==> config.mk <==
export PLATFORM = sky130hd
export DESIGN_NAME = bass_shelving_filter_top
export DESIGN_NICKNAME = d
export VERILOG_FILES = /design/src/hdl/bsf_pkg.sv /design/src/hdl/bsf_datapath.sv /design/src/hdl/bass_shelving_filter_top.sv
export SDC_FILE = /design/constraint.sdc
export NUM_CORES = 2
export LEC_CHECK = 0
export BUFFER_PORTS_ARGS = -buffer_cell sky130_fd_sc_hd__buf_2
export CAP_MARGIN = 10
export CORE_MARGIN = 4
export CORE_UTILIZATION = 43
export DETAILED_ROUTE_END_ITERATION = 10
export PLACE_DENSITY_LB_ADDON = 0.12
export RECOVER_POWER = 50
export SYNTH_ARGS = -nofsm -noshare
export SYNTH_HDL_FRONTEND = slang
export SYNTH_SLANG_ARGS = --single-unit
==> constraint.sdc <==
create_clock -name clk_i -period 8.35 [get_ports clk_i]
set_input_delay 1.2525 -clock clk_i [delete_from_list [all_inputs] [get_ports clk_i]]
set_output_delay 1.2525 -clock clk_i [all_outputs]
set_load 0.01 [all_outputs]
==> src/hdl/bsf_pkg.sv <==
package bsf_pkg;

  localparam int MaxChannels = 8;
  localparam int ChW = (MaxChannels > 1) ? $clog2(MaxChannels) : 1;

  localparam logic [16:0] AlphaQ16    = 17'd19661;
  localparam logic [15:0] UnityQ14    = 16'd16384;
  localparam logic [15:0] RampStepRst = 16'd16;

  // configuration register indexes
  localparam logic [1:0] CfgGainTarget = 2'd0;
  localparam logic [1:0] CfgRampStep   = 2'd1;
  localparam logic [1:0] CfgNearUnity  = 2'd2;

  // microprogram addresses
  localparam logic [2:0] UpLoad   = 3'd0;
  localparam logic [2:0] UpMulA   = 3'd1;
  localparam logic [2:0] UpUpdate = 3'd2;
  localparam logic [2:0] UpMulG   = 3'd3;
  localparam logic [2:0] UpEmit   = 3'd4;

  typedef struct packed {
    logic       ld_diff;
    logic       mul_en;
    logic       mul_gain;
    logic       lp_wr;
    logic       emit;
    logic       br_bypass;
    logic [2:0] nxt;
  } bsf_uop_t;

  typedef struct packed {
    logic accept;
    logic ld_diff;
    logic mul_en;
    logic mul_gain;
    logic lp_wr;
    logic emit;
  } bsf_ctrl_t;

  function automatic bsf_uop_t ucode(input logic [2:0] pc);
    bsf_uop_t u;
    u = '0;
    case (pc)
      UpLoad: begin
        u.ld_diff   = 1'b1;
        u.br_bypass = 1'b1;
        u.nxt       = UpMulA;
      end
      UpMulA: begin
        u.mul_en = 1'b1;
        u.nxt    = UpUpdate;
      end
      UpUpdate: begin
        u.lp_wr = 1'b1;
        u.nxt   = UpMulG;
      end
      UpMulG: begin
        u.mul_en   = 1'b1;
        u.mul_gain = 1'b1;
        u.nxt      = UpEmit;
      end
      UpEmit: begin
        u.emit = 1'b1;
        u.nxt  = UpLoad;
      end
      default: begin
        u.nxt = UpLoad;
      end
    endcase
    return u;
  endfunction

endpackage

==> src/hdl/bsf_datapath.sv <==
module bsf_datapath (
  input  logic                clk_i,
  input  logic                rst_ni,
  input  bsf_pkg::bsf_ctrl_t  ctrl_i,
  input  logic signed [15:0]  sample_in_i,
  input  logic [2:0]          channel_i,
  input  logic [15:0]         gain_target_i,
  input  logic [15:0]         ramp_step_i,
  input  logic                near_unity_i,
  output logic                bypass_o,
  output logic signed [15:0]  sample_out_o
);

  logic signed [15:0]       x_q;
  logic [bsf_pkg::ChW-1:0]  ch_q;
  logic [bsf_pkg::ChW-1:0]  ch_wrap;
  logic signed [23:0]       lp_q [bsf_pkg::MaxChannels];
  logic [15:0]              gain_q, gain_d;
  logic                     bypass_q;
  logic signed [24:0]       d_q, d_d;
  logic signed [23:0]       lp_new_q, lp_sum;
  logic signed [24:0]       hp_q, hp_d;
  logic signed [41:0]       prod_q, prod;
  logic signed [15:0]       y_q, y_sat;

  logic signed [23:0] xs;
  logic signed [23:0] lp_cur;
  logic               bypass;
  logic [15:0]        room_up, room_dn;
  logic signed [24:0] mul_a;
  logic signed [16:0] mul_b;
  logic signed [41:0] rnd;
  logic signed [25:0] lp_step;
  logic signed [42:0] acc, acc_adj;
  logic signed [20:0] y_full;

  assign ch_wrap = bsf_pkg::ChW'(7'(channel_i) % 7'(bsf_pkg::MaxChannels));
  assign xs      = {x_q, 8'd0};
  assign lp_cur  = lp_q[ch_q];
  assign bypass  = (gain_q == gain_target_i) && near_unity_i;
  assign bypass_o = bypass;

  // linear gain ramp, clamped at the target
  assign room_up = gain_target_i - gain_q;
  assign room_dn = gain_q - gain_target_i;
  always_comb begin
    gain_d = gain_q;
    if (gain_q < gain_target_i) begin
      gain_d = gain_q + ((ramp_step_i < room_up) ? ramp_step_i : room_up);
    end else if (gain_q > gain_target_i) begin
      gain_d = gain_q - ((ramp_step_i < room_dn) ? ramp_step_i : room_dn);
    end
  end

  assign d_d = {xs[23], xs} - {lp_cur[23], lp_cur};

  // shared multiplier
  assign mul_a = ctrl_i.mul_gain ? {lp_new_q[23], lp_new_q} : d_q;
  assign mul_b = ctrl_i.mul_gain ? {1'b0, gain_q} : $signed(bsf_pkg::AlphaQ16);
  assign prod  = mul_a * mul_b;

  // round to nearest, ties away from zero
  assign rnd     = prod_q + (prod_q[41] ? 42'sd32767 : 42'sd32768);
  assign lp_step = rnd[41:16];
  assign lp_sum  = lp_cur + lp_step[23:0];
  assign hp_d    = {xs[23], xs} - {lp_sum[23], lp_sum};

  // truncate toward zero, then saturate
  assign acc     = {prod_q[41], prod_q} + {{4{hp_q[24]}}, hp_q, 14'd0};
  assign acc_adj = acc[42] ? (acc + 43'sh3FFFFF) : acc;
  assign y_full  = acc_adj[42:22];
  always_comb begin
    if (y_full > 21'sd32767) begin
      y_sat = 16'sh7FFF;
    end else if (y_full < -21'sd32768) begin
      y_sat = 16'sh8000;
    end else begin
      y_sat = y_full[15:0];
    end
  end

  always_ff @(posedge clk_i or negedge rst_ni) begin
    if (!rst_ni) begin
      gain_q <= bsf_pkg::UnityQ14;
      for (int i = 0; i < bsf_pkg::MaxChannels; i++) begin
        lp_q[i] <= '0;
      end
    end else begin
      if (ctrl_i.ld_diff && !bypass) begin
        gain_q <= gain_d;
      end
      if (ctrl_i.lp_wr) begin
        lp_q[ch_q] <= lp_sum;
      end
    end
  end

  always_ff @(posedge clk_i) begin
    if (ctrl_i.accept) begin
      x_q  <= sample_in_i;
      ch_q <= ch_wrap;
    end
    if (ctrl_i.ld_diff) begin
      bypass_q <= bypass;
      d_q      <= d_d;
    end
    if (ctrl_i.mul_en) begin
      prod_q <= prod;
    end
    if (ctrl_i.lp_wr) begin
      lp_new_q <= lp_sum;
      hp_q     <= hp_d;
    end
    if (ctrl_i.emit) begin
      y_q <= bypass_q ? x_q : y_sat;
    end
  end

  assign sample_out_o = y_q;

endmodule

==> src/hdl/bass_shelving_filter_top.sv <==
// Each accepted request runs the microprogram; in bypass it branches from load straight to emit.
// One request in flight: a new request is taken only once the five-step microprogram around
// the single shared 25x17 multiplier has emitted the previous result.
// The output register lets the next request in while a result waits.
// Reset (async, active low): low-pass states 0, gain 1.0, registers to defaults.
module bass_shelving_filter_top (
  input  logic               clk_i,
  input  logic               rst_ni,
  input  logic               in_valid_i,
  output logic               in_stall_o,
  input  logic signed [15:0] sample_in_i,
  input  logic [2:0]         channel_i,
  output logic               out_valid_o,
  input  logic               out_stall_i,
  output logic signed [15:0] sample_out_o,
  input  logic               cfg_we_i,
  input  logic [1:0]         cfg_idx_i,
  input  logic [15:0]        cfg_data_i
);

  logic [15:0] gain_target_q, ramp_step_q;
  logic        near_unity_q;
  logic        busy_q, busy_d;
  logic [2:0]  pc_q, pc_d;
  logic        out_valid_q, out_valid_d;
  logic        accept, advance, bypass;

  bsf_pkg::bsf_uop_t  uop;
  bsf_pkg::bsf_ctrl_t ctrl;

  always_ff @(posedge clk_i or negedge rst_ni) begin
    if (!rst_ni) begin
      gain_target_q <= bsf_pkg::UnityQ14;
      ramp_step_q   <= bsf_pkg::RampStepRst;
      near_unity_q  <= 1'b1;
    end else if (cfg_we_i) begin
      case (cfg_idx_i)
        bsf_pkg::CfgGainTarget: gain_target_q <= cfg_data_i;
        bsf_pkg::CfgRampStep:   ramp_step_q   <= cfg_data_i;
        bsf_pkg::CfgNearUnity:  near_unity_q  <= cfg_data_i[0];
        default: ;
      endcase
    end
  end

  assign uop     = bsf_pkg::ucode(pc_q);
  assign accept  = in_valid_i && !busy_q;
  // emit waits for the output register to free up
  assign advance = busy_q && !(uop.emit && out_valid_q && out_stall_i);

  always_comb begin
    busy_d      = busy_q;
    pc_d        = pc_q;
    out_valid_d = out_valid_q && out_stall_i;
    if (accept) begin
      busy_d = 1'b1;
      pc_d   = bsf_pkg::UpLoad;
    end else if (advance) begin
      if (uop.br_bypass && bypass) begin
        pc_d = bsf_pkg::UpEmit;
      end else if (uop.emit) begin
        busy_d      = 1'b0;
        pc_d        = bsf_pkg::UpLoad;
        out_valid_d = 1'b1;
      end else begin
        pc_d = uop.nxt;
      end
    end
  end

  always_ff @(posedge clk_i or negedge rst_ni) begin
    if (!rst_ni) begin
      busy_q      <= 1'b0;
      pc_q        <= bsf_pkg::UpLoad;
      out_valid_q <= 1'b0;
    end else begin
      busy_q      <= busy_d;
      pc_q        <= pc_d;
      out_valid_q <= out_valid_d;
    end
  end

  always_comb begin
    ctrl          = '0;
    ctrl.accept   = accept;
    ctrl.ld_diff  = advance && uop.ld_diff;
    ctrl.mul_en   = advance && uop.mul_en;
    ctrl.mul_gain = uop.mul_gain;
    ctrl.lp_wr    = advance && uop.lp_wr;
    ctrl.emit     = advance && uop.emit;
  end

  bsf_datapath u_dp (
    .clk_i         (clk_i),
    .rst_ni        (rst_ni),
    .ctrl_i        (ctrl),
    .sample_in_i   (sample_in_i),
    .channel_i     (channel_i),
    .gain_target_i (gain_target_q),
    .ramp_step_i   (ramp_step_q),
    .near_unity_i  (near_unity_q),
    .bypass_o      (bypass),
    .sample_out_o  (sample_out_o)
  );

  assign in_stall_o  = busy_q;
  assign out_valid_o = out_valid_q;

endmodule

Word-level counts from Yosys, hierarchy flattened
Cells that the tools add are included.

Flip-flop bits (word level): 398.

Reductions and logical operators: 27. Multiplexer cells: 35. Magnitude comparators: 8. $mul: 1. Bitwise logic cells: 1. $add $sub $neg: 10. Equality and inequality tests: 8.

Operator list (count): $bwmux 192 (1); $mux 16 (9); $bmux 24 s3 (1); $demux 24 s3 (1); $mux 24 (3); $sub 24x24->25 (2); $lt 16x16->1 (3); $sub 16x16->16 (3); $add 42x39->43 (1); $add 43x23->43 const B (1); $mux 43 (1); $mul 25x17->42 (1); $add 40x40->40 (1); $mux 25 (1); $add 24x24->24 (1); $gt 21x16->1 const B (1); $lt 21x16->1 const B (1); $add 16x16->16 (1); $eq 16x16->1 (1); $gt 16x16->1 (1); $logic_and 1x1->1 (13); $mux 1 (13); $mux 3 (4); $pmux 3 s4 (1); other kinds (16) (24).

Longest topological paths before layout
Depth in word-level cells: 9. Mapped depth: 37.

Modules after synthesis
A second synthesis with hierarchy kept.

Cells, all modules: 4217. Area total of the unflattened synthesis: 39579.2 um^2.

By module, submodules not included: bsf_datapath (cells an instance 4118, area an instance 38066.5 um^2, instances 1); bass_shelving_filter_top (cells an instance 99, area an instance 1512.7 um^2, instances 1).

Worst setup path after synthesis
OpenSTA, ideal clock, no wires.

Kind: register to register. Start point: register pc_q[0]. End point: register u_dp.prod_q[39], data pin. Clock period less this slack: 7935 ps. Library setup time: 261 ps. Cell stages (with the launch flop): 28. Data arrival time: 7674 ps. Slack: 415 ps. Data required time: 8089 ps. Cells stage by stage: dfrtp_1 nand2_1 or2_2 clkbuf_1 buf_1 clkbuf_1 mux2i_1 nor2_1 fa_1 inv_1 fa_1 fa_1 inv_1 fa_1 fa_1 inv_1 fa_1 inv_1 ha_1 a21o_1 a21o_1 a21oi_1 o211ai_1 a311oi_1 o2111ai_1 a221oi_1 o21bai_1 a221o_1.

Word-level cells in the longest chain between the ends: 4. Elaborated cells between the ends (all ways): 5. Classes of those cells: mul (1); eq/ne (1); mux (3).

RTL lines: start: declaration (RTL line bass_shelving_filter_top.sv:24) `logic [2:0] pc_q, pc_d;`; start signal: assignment (RTL line bass_shelving_filter_top.sv:74) `pc_q <= bsf_pkg::UpLoad;`; start signal: assignment (RTL line bass_shelving_filter_top.sv:78) `pc_q <= pc_d;`; $eq 3x2->1 (*) (RTL line bsf_pkg.sv:44) `case (pc)`; $mux 1 (*) (RTL line bsf_pkg.sv:44); $mux 25 / $mux 16 (equally long branches) (RTL line bsf_datapath.sv:58, bsf_datapath.sv:59); $mul 25x17->42 (*) (RTL line bsf_datapath.sv:60) `assign prod = mul_a * mul_b;`; via u_dp.prod[39] (RTL line bsf_datapath.sv:23) `logic signed [41:0] prod_q, prod;`; end signal: assignment (RTL line bsf_datapath.sv:108) `prod_q <= prod;`; end: declaration (RTL line bsf_datapath.sv:23).

Mark *: on every way through the listed nets, which the timed path passes. The rest lies on a longest branch. A chain may end at the register's enable or synchronous reset.

Final worst setup path
Start point: register pc_q[0]. End point: register u_dp.prod_q[34], data pin.

Same word-level chain as after synthesis.

==> results list <==
- Worst clock skew: 40.46 ps
- Global routing used 26.16% of the available tracks across all layers.
- The synthesized netlist devotes 13.40% of its cell area to compound gates.
- Worst slew slack as a fraction of its limit: -274.9%
- The min-delay analysis places its worst path in the category register to register.
* Outcome: finished with violations
- H-tree depth: 2
- The later pin in the worst-skew pair is clocked with a latency of 640 ps.
* Most congested layer reported by global routing: met2
* Final ANT Viol Nets: 0
- Effective utilization at floorplan: 43.41%
* Die H: 309.9 um
* Capture point of the critical path: u_dp.prod_q[34]
- Syn. warnings: 0
* Routed via count: 30,440
* Vias in the first global route: 31,080
- Multi-input logic area: 25,610 um^2
- Fraction of the mapped netlist area in simple logic gates: 14.70%
- Count of pins over their slew limit: 233
* Count of final setup violators: 0
- The hold violation count in the final report is 0.
* Post-Syn Instances: 4,295
- Counting every net in the synthesized netlist gives 5,009.
* Per-cell routed wire length: 22.01 um
- Entering global routing, the biggest net connects 151 pins.
- Of the cells placed in the final design, the portion with a size suffix greater than 1 is 8.136%.
- The endpoint identified for the worst register-to-register timing path is u_dp.prod_q[34].
- Summing all flip-flop and latch instances after layout gives 10,700 um^2.
- Counting distinct cell types in the post-synthesis netlist gives 88.
- Across all register-to-register paths, the minimum setup slack is 430 ps.
- Global routing finished with a remaining overflow of 0.
* Element type at the critical path start: register
- Static timing analysis puts the maximum clock frequency at 126.3 MHz.
* Clock sink total: 397
- The portion of synthesized area spent on multiplexers is 2.962%.
* Number of top-level pins: 60
- DRC violation count after routing: 0
* Met2 demand-to-capacity share in global routing: 41.89%
* Number of buffers inserted during clock tree synthesis: 47
- The synthesized netlist devotes 29.14% of its cell area to adder and majority cells.
- Dividing the synthesized area by the synthesized cell count gives 9.126 um^2.
- Tmin final: 7920 ps
- Of the synthesized area, sequential elements account for 27.29%.
- Die X: 309.9 um
- Initial antenna violation count: 1
- The first detailed-routing pass took 6 iterations.
* Library cell used as clock root buffer: sky130_fd_sc_hd__clkbuf_16
- In the global route stage, met3 resource usage came out at 3.628%.
- In the synthesized netlist the async set-or-reset flop fraction comes to 61.96%.
- Per-cell via count in the routed design: 5.470
- The net count of the finished layout is 5,063.
- Library cell occupying the most area in the post-synthesis netlist: sky130_fd_sc_hd__fa_1
* Max Cap Viol: 5
- N_diodes: 0
- Worst path required time: 8700 ps
- At the pin with the least slew margin, the transition time is 5624 ps.
- The area growth from synthesis to layout is 9.720%.
- GP Congestion: 0.9328
- After synthesis, the cell types taking the most area are sky130_fd_sc_hd__fa_1 20%, sky130_fd_sc_hd__dfrtp_1 15%, sky130_fd_sc_hd__edfxtp_1 12%.
* Reg2reg path depth: 25
- Post-synthesis instance area: 39,200 um^2
- The share of synthesized area in the top cell type comes to 20.22%.
* Aggregate routed wire length: 122.5 mm
- Global routing consumed, on the met1 layer, 36.49% of the routing resources.
- Arrival time worst endpoint: 8270 ps
* RSZ-0062 raised after global routing: no
- The first global-routing pass estimated 191.6 mm of wire.
- Type of the worst setup path: register to register
- Setup crit end kind: register
* Die Outline Area: 96,050 um^2
- The synthesized design contains 151 enable-type register cells.
* Count of input and output buffers: 59
* CTS clk-pin slew, worst paths: 60 ps
* Number of buffers on the longest clock path: 3
- The most used flip-flop cell after synthesis is sky130_fd_sc_hd__dfrtp_1.
- Maximum net fanout on the critical path: 15
- Main combinational cell family by area after synthesis: adder cells
- Of the available clock period, the critical path in the final layout requires 94.85%.
- In the final timing run, aggregate negative setup slack is 0 ps.
* Violations in the final reports: capacitance limit, slew limit
- The region available for standard cell placement spans 90,290 um^2.
- Post-DP HPWL: 96.94 mm
- Launching element of the worst setup path: pc_q[0]
* Parity-gate share of the synthesized area counting xor and xnor cells: 4.868%
- For this block, the initial DRC count from the detailed router was 2,243.
- Cts-stage hold buffer count: 0
- The worst register-to-register path begins at pc_q[0].
- TritonCTS built the clock tree.
- Std cell rows: 110
- The layout has 8,740 filler cells.
- Total of flip-flops plus latches after synthesis: 397
flip-flops by register name, indices dropped and copies added (netlist names), 3 cells and up:
register	count
u_dp.gain_q	16
pc_q	3
u_dp.hp_q	25
ramp_step_q	16
u_dp.lp_new_q	23
u_dp.lp_q	192
gain_target_q	16
u_dp.ch_q	3
u_dp.x_q	16
u_dp.prod_q	42
u_dp.d_q	25
u_dp.sample_out_o	16
cell type report:
| cell class | count | area share, % |
|---|---|---|
| Clock buffer | 72 | 3.264 |
| Timing Repair Buffer | 190 | 3.055 |
| Sequential cell | 397 | 24.87 |
| Tap cell | 1176 | 3.421 |
| Multi-Input combinational cell | 3107 | 59.54 |
| Inverter | 606 | 5.289 |
| Clock inverter | 16 | 0.5586 |
cell families (layout without fill, tap and decap cells):
group,after synthesis,count (layout)
and+or+nand+nor,1291,1292
AOI/OAI and AO/OA,824,824
buffers and inverters,792,884
adders and majority gates,676,676
DFF,397,397
xor gates and xnor gates,217,217
muxes,98,98
cell usage after synthesis, drive strengths merged (11+ instances only):
library cell / n
a211oi: 20
nor4: 14
xnor2: 153
nand3: 68
o22ai: 24
nand2: 658
nor2b: 45
mux2: 34
o21ai: 316
o31ai: 16
mux2i: 53
o211ai: 32
a21o: 62
xor2: 64
fa: 396
a21oi: 140
o21bai: 28
buf: 25
mux4: 11
nand4: 25
edfxtp: 151
ha: 276
a22oi: 17
a221oi: 16
a31oi: 19
o21a: 23
and2: 14
or2: 12
nand2b: 29
nor2: 242
inv: 606
or3: 12
dfrtp: 242
a22o: 11
and3: 96
nor3: 44
clkbuf: 161
layer usage:
layer,part of all wire (%),up-vias
met2,45,882
met3,5.7,199
met1,45,14980
met5,0,-
li1,-,14380
met4,4.2,0
through the flow:
step / util (%) / setup WS (ps) / hold slack (ps) / area (um^2) / std cells
2_1_floorplan: - / 415.0 / 444.4 / 39200 / 4295
3_3_place_gp: 45.71 / 131.4 / 456.7 / 41270 / 5467
3_5_place_dp: 45.71 / 45.88 / 468.0 / 41270 / 5467
4_1_cts: 47.53 / 10.64 / 481.6 / 42910 / 5555
5_1_grt: 47.63 / 63.79 / 499.4 / 43010 / 5564
6_report: 47.63 / 430.3 / 475.2 / 43010 / 5564
worst min path at each step:
stage	from	to	slack, ps	depth (start not counted)
CTS	u_dp.lp_q[24]	u_dp.lp_q[24]	480	2
floorplan	u_dp.lp_q[10]	u_dp.lp_q[10]	440	2
finish	u_dp.lp_q[96]	u_dp.lp_q[96]	480	2
global placement	u_dp.lp_q[24]	u_dp.lp_q[24]	460	2
detailed placement	u_dp.lp_q[24]	u_dp.lp_q[24]	470	2
global route	u_dp.lp_q[116]	u_dp.lp_q[116]	500	2
placed cells by master, fill, tap and decap left out, types with 51 or more instances in the layout:
| cell | Yosys | layout |
|---|---|---|
| sky130_fd_sc_hd__mux2i_1 | 53 | 51 |
| sky130_fd_sc_hd__buf_2 | 11 | 55 |
| sky130_fd_sc_hd__edfxtp_1 | 151 | 151 |
| sky130_fd_sc_hd__and3_1 | 96 | 96 |
| sky130_fd_sc_hd__a21o_1 | 62 | 62 |
| sky130_fd_sc_hd__nor2_1 | 242 | 238 |
| sky130_fd_sc_hd__a21oi_1 | 140 | 138 |
| sky130_fd_sc_hd__xnor2_1 | 153 | 152 |
| sky130_fd_sc_hd__buf_4 | 2 | 120 |
| sky130_fd_sc_hd__inv_1 | 605 | 604 |
| sky130_fd_sc_hd__ha_1 | 276 | 276 |
| sky130_fd_sc_hd__xor2_1 | 63 | 63 |
| sky130_fd_sc_hd__dfrtp_1 | 242 | 242 |
| sky130_fd_sc_hd__o21ai_0 | 315 | 314 |
| sky130_fd_sc_hd__nand2_1 | 658 | 657 |
| sky130_fd_sc_hd__fa_1 | 396 | 396 |
| sky130_fd_sc_hd__nand3_1 | 68 | 65 |
critical path: stages, from the launching register on:
cell and delay (ps):
sky130_fd_sc_hd__dfrtp_1 450, sky130_fd_sc_hd__nand2_2 190, sky130_fd_sc_hd__or2_2 490, sky130_fd_sc_hd__buf_4 210
sky130_fd_sc_hd__nor2_1 140, sky130_fd_sc_hd__buf_4 260, sky130_fd_sc_hd__nand2_1 120, sky130_fd_sc_hd__fa_1 550
sky130_fd_sc_hd__inv_1 50, sky130_fd_sc_hd__fa_1 500, sky130_fd_sc_hd__fa_1 590, sky130_fd_sc_hd__fa_1 550
sky130_fd_sc_hd__fa_1 580, sky130_fd_sc_hd__inv_1 60, sky130_fd_sc_hd__fa_1 530, sky130_fd_sc_hd__inv_1 40
sky130_fd_sc_hd__ha_1 390, sky130_fd_sc_hd__and4_1 310, sky130_fd_sc_hd__nand4_1 240, sky130_fd_sc_hd__o41a_1 480
sky130_fd_sc_hd__buf_4 170, sky130_fd_sc_hd__o211ai_1 270, sky130_fd_sc_hd__buf_4 180, sky130_fd_sc_hd__o21a_1 100
sky130_fd_sc_hd__nor2_1 40, sky130_fd_sc_hd__xnor2_1 150
repair_timing:
item / 4_1_cts / 5_1_grt
gates resized for setup: 0 / 13
buffers inserted: 0 / 8
endpoints found under the setup margin: 0 / 13
Power is left out: the tool's default activity adds up to more than one toggle a clock period on the data nets, which glitch-free logic cannot reach.
